==> config.mk <==
export PLATFORM = sky130hd
export DESIGN_NAME = touch_frame_parser_page_nav
export DESIGN_NICKNAME = d
export VERILOG_FILES = /design/src/tfp_pkg.sv /design/src/touch_frame_parser_page_nav.sv /design/src/tfp_front.sv /design/src/tfp_queue.sv /design/src/tfp_back.sv
export SDC_FILE = /design/constraint.sdc
export NUM_CORES = 1
export LEC_CHECK = 0
export BUFFER_PORTS_ARGS = -buffer_cell sky130_fd_sc_hd__buf_2
export CORE_ASPECT_RATIO = 0.8
export CORE_MARGIN = 4
export CORE_UTILIZATION = 61
export CTS_CLUSTER_DIAMETER = 120
export DETAILED_ROUTE_END_ITERATION = 10
export GPL_TIMING_DRIVEN = 0
export HOLD_SLACK_MARGIN = 0.08
export PLACE_DENSITY = 0.91
export SETUP_SLACK_MARGIN = 0.02
export SYNTH_ARGS = -nofsm -noshare
export SYNTH_HDL_FRONTEND = slang
export SYNTH_SLANG_ARGS = --single-unit
==> constraint.sdc <==
create_clock -name clk -period 6.65 [get_ports clk]
set_input_delay 1.33 -clock clk [delete_from_list [all_inputs] [get_ports clk]]
set_output_delay 1.33 -clock clk [all_outputs]
set_load 0.01 [all_outputs]
==> src/tfp_pkg.sv <==
// ----------------------------------------------------------------------------
// tfp_pkg
// Shared types, constants and page navigation for the touch frame parser.
// ----------------------------------------------------------------------------
package tfp_pkg;

    localparam int unsigned BUFFER_BYTES = 16;
    localparam int unsigned DECODE_BYTES = 6;
    localparam int unsigned CNT_W        = 5;
    localparam int unsigned Q_DEPTH      = 2;
    localparam int unsigned Q_PTR_W      = 1;
    localparam int unsigned Q_CNT_W      = 2;

    localparam logic [7:0] BYTE_END   = 8'hFF;
    localparam logic [7:0] BYTE_PAGE  = 8'h66;
    localparam logic [7:0] BYTE_TOUCH = 8'h67;
    localparam logic [7:0] BYTE_SLEEP = 8'h68;

    localparam logic [1:0] KIND_NONE  = 2'd0;
    localparam logic [1:0] KIND_PAGE  = 2'd1;
    localparam logic [1:0] KIND_TOUCH = 2'd2;

    localparam logic [3:0] PG_HOME    = 4'd0;
    localparam logic [3:0] PG_PV      = 4'd1;
    localparam logic [3:0] PG_LOAD    = 4'd2;
    localparam logic [3:0] PG_BATTERY = 4'd3;
    localparam logic [3:0] PG_GRID    = 4'd4;
    localparam logic [3:0] PG_SYSTEM  = 4'd5;
    localparam logic [3:0] PG_TODAY   = 4'd6;
    localparam logic [3:0] PG_GAPS    = 4'd7;
    localparam logic [3:0] PG_SETUP   = 4'd8;

    typedef struct packed {
        logic [1:0]  kind;
        logic [2:0]  page;
        logic [15:0] x;
        logic [15:0] y;
        logic        pressed;
    } frame_t;

    function automatic logic [3:0] hit_region(
        input logic [3:0]  cur,
        input logic [15:0] x,
        input logic [15:0] y
    );
        logic [3:0] res;
        logic [3:0] col_top;
        logic [3:0] col_bot;
        begin
            res = cur;
            if (x < 16'd161)
            begin
                col_top = PG_PV;
                col_bot = PG_GRID;
            end
            else if (x < 16'd318)
            begin
                col_top = PG_LOAD;
                col_bot = PG_SYSTEM;
            end
            else
            begin
                col_top = PG_BATTERY;
                col_bot = PG_TODAY;
            end
            if (cur == PG_HOME)
            begin
                if (y < 16'd36 && x < 16'd31)
                    res = PG_SETUP;
                else if (y < 16'd44 && x >= 16'd260 && x <= 16'd400)
                    res = PG_GAPS;
                else if (y >= 16'd50 && y <= 16'd153)
                    res = col_top;
                else if (y >= 16'd160 && y <= 16'd271)
                    res = col_bot;
            end
            else if (cur == PG_SYSTEM && x >= 16'd360 && y >= 16'd44 && y < 16'd110)
                res = PG_SETUP;
            else if (cur != PG_SETUP && cur != PG_SYSTEM && x <= 16'd84 && y < 16'd44)
                res = PG_HOME;
            else if (cur == PG_SYSTEM && x <= 16'd84 && y < 16'd44)
                res = PG_HOME;
            return res;
        end
    endfunction

endpackage

==> src/touch_frame_parser_page_nav.sv <==
// One byte accepted per cycle while full is low; full rises only while the frame queue holds two frames.
// A frame is classified combinationally and written to the queue when its third end byte is accepted;
// the back register loads it from the queue once that register is empty or being popped.
// A frame takes at least three bytes; the back register drains one result per cycle while it is
// empty or being popped.
// Reset (asynchronous, active low) clears the frame buffer and queue pointers, empties the output, page is home.
// ----------------------------------------------------------------------------
// touch_frame_parser_page_nav
// Touch display frame parser with page navigation.
// ----------------------------------------------------------------------------
module touch_frame_parser_page_nav (
    input  logic        clk,
    input  logic        rst_n,
    input  logic        push,
    output logic        full,
    input  logic [7:0]  rx_byte,
    output logic        empty,
    input  logic        pop,
    output logic [1:0]  event_kind,
    output logic [2:0]  event_page,
    output logic [15:0] touch_x,
    output logic [15:0] touch_y,
    output logic        touch_pressed,
    output logic [3:0]  new_page,
    output logic        page_changed
);
    import tfp_pkg::*;

    logic   accept;
    logic   frame_valid;
    frame_t frame;
    logic   q_full;
    logic   q_empty;
    logic   q_rd;
    frame_t q_data;

    assign full   = q_full;
    assign accept = push && !q_full;

    tfp_front u_front (
        .clk         (clk),
        .rst_n       (rst_n),
        .accept      (accept),
        .rx_byte     (rx_byte),
        .frame_valid (frame_valid),
        .frame       (frame)
    );

    tfp_queue u_queue (
        .clk     (clk),
        .rst_n   (rst_n),
        .wr_en   (frame_valid),
        .wr_data (frame),
        .full    (q_full),
        .empty   (q_empty),
        .rd_en   (q_rd),
        .rd_data (q_data)
    );

    tfp_back u_back (
        .clk           (clk),
        .rst_n         (rst_n),
        .q_empty       (q_empty),
        .q_data        (q_data),
        .q_rd          (q_rd),
        .pop           (pop),
        .empty         (empty),
        .event_kind    (event_kind),
        .event_page    (event_page),
        .touch_x       (touch_x),
        .touch_y       (touch_y),
        .touch_pressed (touch_pressed),
        .new_page      (new_page),
        .page_changed  (page_changed)
    );

endmodule

==> src/tfp_front.sv <==
// ----------------------------------------------------------------------------
// tfp_front
// Gathers bytes into a frame and classifies it on the third end byte.
// ----------------------------------------------------------------------------
module tfp_front (
    input  logic            clk,
    input  logic            rst_n,
    input  logic            accept,
    input  logic [7:0]      rx_byte,
    output logic            frame_valid,
    output tfp_pkg::frame_t frame
);
    import tfp_pkg::*;

    logic [7:0]       store_reg [DECODE_BYTES];
    logic [7:0]       store_next [DECODE_BYTES];
    logic [CNT_W-1:0] count_reg;
    logic [CNT_W-1:0] count_next;
    logic [1:0]       pend_reg;
    logic [1:0]       pend_next;

    logic [CNT_W-1:0] room;
    logic [1:0]       flush;
    logic [CNT_W-1:0] base;
    logic             fits;
    logic             is_end;
    logic             frame_end;

    assign is_end    = (rx_byte == BYTE_END);
    assign frame_end = accept && is_end && (pend_reg == 2'd2);
    assign room      = CNT_W'(BUFFER_BYTES) - count_reg;
    assign flush     = ({{(CNT_W-2){1'b0}}, pend_reg} > room) ? room[1:0] : pend_reg;
    assign base      = count_reg + {{(CNT_W-2){1'b0}}, flush};
    assign fits      = (base < CNT_W'(BUFFER_BYTES));

    always_comb
    begin
        frame = '0;
        if (count_reg >= CNT_W'(2) && store_reg[0] == BYTE_PAGE
            && store_reg[1] <= 8'(PG_GAPS))
        begin
            frame.kind = KIND_PAGE;
            frame.page = store_reg[1][2:0];
        end
        else if (count_reg >= CNT_W'(DECODE_BYTES)
                 && (store_reg[0] == BYTE_TOUCH || store_reg[0] == BYTE_SLEEP))
        begin
            frame.kind    = KIND_TOUCH;
            frame.x       = {store_reg[1], store_reg[2]};
            frame.y       = {store_reg[3], store_reg[4]};
            frame.pressed = (store_reg[5] != 8'd0);
        end
    end

    assign frame_valid = frame_end;

    always_comb
    begin
        store_next = store_reg;
        count_next = count_reg;
        pend_next  = pend_reg;
        if (accept)
        begin
            if (!is_end)
            begin
                for (int j = 0; j < DECODE_BYTES; j++)
                begin
                    if (CNT_W'(j) >= count_reg && CNT_W'(j) < base)
                        store_next[j] = BYTE_END;
                    else if (CNT_W'(j) == base && fits)
                        store_next[j] = rx_byte;
                end
                count_next = fits ? base + CNT_W'(1) : base;
                pend_next  = pend_reg - flush;
            end
            else if (frame_end)
            begin
                for (int j = 0; j < DECODE_BYTES; j++)
                    store_next[j] = 8'd0;
                count_next = '0;
                pend_next  = '0;
            end
            else
            begin
                pend_next = pend_reg + 2'd1;
            end
        end
    end

    always_ff @(posedge clk or negedge rst_n)
    begin
        if (!rst_n)
        begin
            for (int j = 0; j < DECODE_BYTES; j++)
                store_reg[j] <= 8'd0;
            count_reg <= '0;
            pend_reg  <= '0;
        end
        else
        begin
            store_reg <= store_next;
            count_reg <= count_next;
            pend_reg  <= pend_next;
        end
    end

endmodule

==> src/tfp_queue.sv <==
// ----------------------------------------------------------------------------
// tfp_queue
// Short queue of classified frames between the front and back parts.
// ----------------------------------------------------------------------------
module tfp_queue (
    input  logic            clk,
    input  logic            rst_n,
    input  logic            wr_en,
    input  tfp_pkg::frame_t wr_data,
    output logic            full,
    output logic            empty,
    input  logic            rd_en,
    output tfp_pkg::frame_t rd_data
);
    import tfp_pkg::*;

    frame_t             mem [Q_DEPTH];
    logic [Q_PTR_W-1:0] wr_ptr_reg;
    logic [Q_PTR_W-1:0] rd_ptr_reg;
    logic [Q_CNT_W-1:0] cnt_reg;
    logic [Q_CNT_W-1:0] cnt_next;
    logic               do_wr;
    logic               do_rd;

    assign full    = (cnt_reg == Q_CNT_W'(Q_DEPTH));
    assign empty   = (cnt_reg == '0);
    assign do_wr   = wr_en && !full;
    assign do_rd   = rd_en && !empty;
    assign rd_data = mem[rd_ptr_reg];

    always_comb
    begin
        cnt_next = cnt_reg;
        if (do_wr && !do_rd)
            cnt_next = cnt_reg + Q_CNT_W'(1);
        else if (do_rd && !do_wr)
            cnt_next = cnt_reg - Q_CNT_W'(1);
    end

    always_ff @(posedge clk)
    begin
        if (do_wr)
            mem[wr_ptr_reg] <= wr_data;
    end

    always_ff @(posedge clk or negedge rst_n)
    begin
        if (!rst_n)
        begin
            wr_ptr_reg <= '0;
            rd_ptr_reg <= '0;
            cnt_reg    <= '0;
        end
        else
        begin
            if (do_wr)
                wr_ptr_reg <= (wr_ptr_reg == Q_PTR_W'(Q_DEPTH - 1)) ? '0
                                                                    : wr_ptr_reg + Q_PTR_W'(1);
            if (do_rd)
                rd_ptr_reg <= (rd_ptr_reg == Q_PTR_W'(Q_DEPTH - 1)) ? '0
                                                                    : rd_ptr_reg + Q_PTR_W'(1);
            cnt_reg <= cnt_next;
        end
    end

endmodule

==> src/tfp_back.sv <==
// ----------------------------------------------------------------------------
// tfp_back
// Applies page navigation to each frame and holds the result for the reader.
// ----------------------------------------------------------------------------
module tfp_back (
    input  logic            clk,
    input  logic            rst_n,
    input  logic            q_empty,
    input  tfp_pkg::frame_t q_data,
    output logic            q_rd,
    input  logic            pop,
    output logic            empty,
    output logic [1:0]      event_kind,
    output logic [2:0]      event_page,
    output logic [15:0]     touch_x,
    output logic [15:0]     touch_y,
    output logic            touch_pressed,
    output logic [3:0]      new_page,
    output logic            page_changed
);
    import tfp_pkg::*;

    logic       valid_reg;
    logic [3:0] page_reg;
    logic [3:0] page_next;
    frame_t     res_reg;
    logic [3:0] new_page_reg;
    logic       changed_reg;

    assign q_rd = !q_empty && (!valid_reg || pop);

    always_comb
    begin
        page_next = page_reg;
        if (q_data.kind == KIND_PAGE)
            page_next = {1'b0, q_data.page};
        else if (q_data.kind == KIND_TOUCH && !q_data.pressed)
            page_next = hit_region(page_reg, q_data.x, q_data.y);
    end

    always_ff @(posedge clk)
    begin
        if (q_rd)
        begin
            res_reg      <= q_data;
            new_page_reg <= page_next;
            changed_reg  <= (page_next != page_reg);
        end
    end

    always_ff @(posedge clk or negedge rst_n)
    begin
        if (!rst_n)
        begin
            valid_reg <= 1'b0;
            page_reg  <= PG_HOME;
        end
        else
        begin
            if (q_rd)
            begin
                valid_reg <= 1'b1;
                page_reg  <= page_next;
            end
            else if (pop)
                valid_reg <= 1'b0;
        end
    end

    assign empty         = !valid_reg;
    assign event_kind    = res_reg.kind;
    assign event_page    = res_reg.page;
    assign touch_x       = res_reg.x;
    assign touch_y       = res_reg.y;
    assign touch_pressed = res_reg.pressed;
    assign new_page      = new_page_reg;
    assign page_changed  = changed_reg;

endmodule

==> reports/metrics.cfg <==
[sta]
final_period_minus_worst_setup_slack_ns=4.983
setup_viol=0
timing_worst_slew_pin_value_ns=0.9782
skew_ns=0.01009
grt_setup_unrepaired=false
final_hold_viol_count=0
number_of_pins_exceeding_their_max_slew_limit_in_the_final_report=0
max-slew-margin-rel_pct=34.79
timing.fmax_mhz=200.7
timing.setup.tns_ns=0
final.period_utilization_pct=74.93

[grt]
antenna_found_initial=0
grtUsageTotal_pct=26.31
grt_pass1_vias=6245
grt_max_degree=65
first_pass_grt_wire_length_mm=33.45
gr-total-overflow=0

[job]
maxCapViolCount=0

[clocking]
clock_tree_from_tritoncts=done
tritoncts.num_buffers=17
cts.repair.resized=0
cts_post_setup_buffers_inserted=0
buffer_cell_driving_the_clock_tree_root=clkbuf_16
postCtsHoldBufs=0
cts.clk_slew.worst_paths_ns=0.07
max-clock-path-buffers=2
clk_latency_ns=0.44
cts.htree.levels=4
cts_sinks=183

[yosys]
synth-edff-count=119
synth_cell_types=77
synth_area_um2=8823
synth_warnings=0
synth_top_cell_by_area=edfxtp_1
ys_ff_latch=183
synth_seq_area_share_pct=58.65
synth_largest_type_area_fraction_pct=40.50
avgSynthCellArea_um2=11.72
post_synth_main_area_contributors=edfxtp_1 (40%), dfrtp_1 (18%), o21ai_0 (5.8%)
synth_nets=778
syn_inst=753
yosys_most_used_dff=edfxtp_1
synthArstFlopShare_pct=34.97

[route]
route.vias.total=6642
vias_per_cell=6.442
antenna_left=0
final_routed_wirelength_mm=21.09
drcViolationCount=0
detail_route.wl_per_cell_um=20.46
dr.pass1.iters=5
drt_first_iter_violations=973

[die]
rows=39
core_area_um2=14250
die-height_um=115.6
area_enclosed_by_the_die_boundary_um2=16460
top_level_ports=57
initial_core_util_pct=61.92
die_w_um=142.5

[worst_setup_path]
end_kind=register
arrival_time_reported_for_the_critical_path_endpoint_ns=5.28
worst_setup_path_start_kind=register
timing.critical_path.fanout_max=10
worst-endpoint-required_ns=6.95
criticalPathCategory=reg -> reg

[finish]
post-route-util_pct=70.14
fillCellCount=954
areaGrowthSynthToFinish_pct=13.26
number_of_flip_flops_under_the_largest_register_name=76
antennaDiodeCount=0
nets=859
drive_gt1_share_pct=19.60

[placement]
gp_congestion=0.9282
port-buffer-count=56
post-dp-hpwl_mm=14.71

[pwr]
vdd_ir_drop_max_mv=0.3860
power.density_nw_per_um2=465.3
cellLeakagePower_nw=4.088

[worst_hold_path]
min_path_type=reg -> reg

[run_status]
run_status=finished, final reports clean

-- critical path, stage by stage (launching register included) --
cell,delay [ns]
dfrtp_1,0.48
inv_1,0.11
ha_1,0.35
inv_1,0.06
ha_1,0.28
nand2_1,0.07
nand2_1,0.05
nor3_1,0.36
o21ai_0,0.20
ha_1,0.25
fa_1,0.44
xor2_1,0.43
nor4_4,0.11
a221oi_1,0.80
o21ai_1,0.38
buf_2,0.30
nand2_1,0.09
o21ai_0,0.07
-- layer usage --
metal | up-vias | part of all wire (%) | global-route usage, %
met1 | 3212 | 43 | 37.99
met2 | 406 | 45 | 39.64
met5 | - | 0 | 0
li1 | 2983 | - | -
met4 | 0 | 1.8 | 8.296
met3 | 41 | 10 | 6.848
-- where the power goes --
part / total, mW / switching [mW] / internal (mW)
Combinational: 1.94 / 1.22 / 0.722
Clock: 0.992 / 0.439 / 0.553
Sequential: 1.71 / 0.149 / 1.57
Total: 4.65 / 1.81 / 2.84
-- Yosys cell counts, drive strengths merged (3+ instances only) --
library cell and instances:
nor3 24, clkbuf 14, nor3b 7, a21o 5
mux2i 17, or4 3, o22ai 4, o211ai 3
a211oi 5, nand2 73, edfxtp 119, o31ai 11
o21ai 109, nand4 6, a221oi 3, a31oi 4
buf 18, nor2b 4, a22o 4, a21oi 16
nor2 34, xnor2 5, nor4b 10, nand3 10
ha 12, and2 32, nand3b 4, mux2 34
xor2 8, or3 3, dfrtp 64, nor4 16
or2 3, inv 31
-- per-stage QoR --
step                      total power [mW]  cell area [um2]  hold slack (ns)  cells  setup WS [ns]
after CTS                            4.633             9993           0.4809   1031          1.738
after detailed placement             3.624             9417           0.4663    999          1.810
after global routing                 4.920             9993           0.4932   1031          1.200
after floorplan                      3.069             8823           0.4413    753         0.3008
after global placement               3.536             9334           0.4562    993         -2.065
final                                4.650             9993           0.4816   1031          1.667
-- cells by family after synthesis --
kind of cell / Yosys count / share of synthesized area [%]
XOR/XNOR: 13 / 1.290
AO/OA/AOI/OAI: 193 / 13.94
buffers and inverters: 63 / 3.261
multiplexers: 51 / 6.353
AND/OR/NAND/NOR: 237 / 14.58
adder cells (fa/ha/maj): 13 / 1.928
flip-flops: 183 / 58.65
-- path summary, 6_finish.rpt --
path	slack (ns)	end	cells after the start	from
hold / removal	0.48	u_front.store_reg[26]$_DFFE_PN0P_	2	u_front.store_reg[26]$_DFFE_PN0P_
setup reg to reg	1.67	u_front.store_reg[27]$_DFFE_PN0P_	17	u_front.count_reg[1]$_DFFE_PN0P_
setup / recovery	1.67	u_front.store_reg[27]$_DFFE_PN0P_	17	u_front.count_reg[1]$_DFFE_PN0P_
min in group asynchronous	0.97	u_queue.rd_ptr_reg$_DFFE_PN0P_	1	rst_n
hold reg to reg	0.48	u_front.store_reg[26]$_DFFE_PN0P_	2	u_front.store_reg[26]$_DFFE_PN0P_
max in group asynchronous	5.09	u_front.store_reg[11]$_DFFE_PN0P_	1	rst_n
-- cells in the final DEF, fill, tap and decap left out, types with 9 or more instances in the layout --
| master | Yosys | routed |
|---|---|---|
| a21oi_1 | 14 | 13 |
| and2_1 | 32 | 31 |
| buf_2 | 7 | 62 |
| clkbuf_1 | 13 | 13 |
| clkbuf_16 | 0 | 17 |
| dfrtp_1 | 64 | 64 |
| edfxtp_1 | 119 | 119 |
| ha_1 | 12 | 12 |
| inv_1 | 31 | 31 |
| mux2_2 | 32 | 32 |
| mux2i_1 | 17 | 17 |
| nand2_1 | 73 | 73 |
| nand3_1 | 9 | 9 |
| nor2_1 | 32 | 32 |
| nor3_1 | 23 | 23 |
| nor4_1 | 14 | 13 |
| o21ai_0 | 103 | 103 |
| o31ai_1 | 10 | 10 |
-- layout make-up --
class / count / area (um2) / area share (%)
clock buffer: 17 / 425.4 / 4.257
clock inverter: 15 / 151.4 / 1.515
buffer: 32 / 171.4 / 1.715
multi-input combinational: 507 / 3379 / 33.82
timing repair buffer: 62 / 344.1 / 3.443
inverter: 31 / 116.4 / 1.164
tap: 184 / 230.2 / 2.304
sequential: 183 / 5175 / 51.78
No activity file was read; power rests on OpenSTA's default activity.
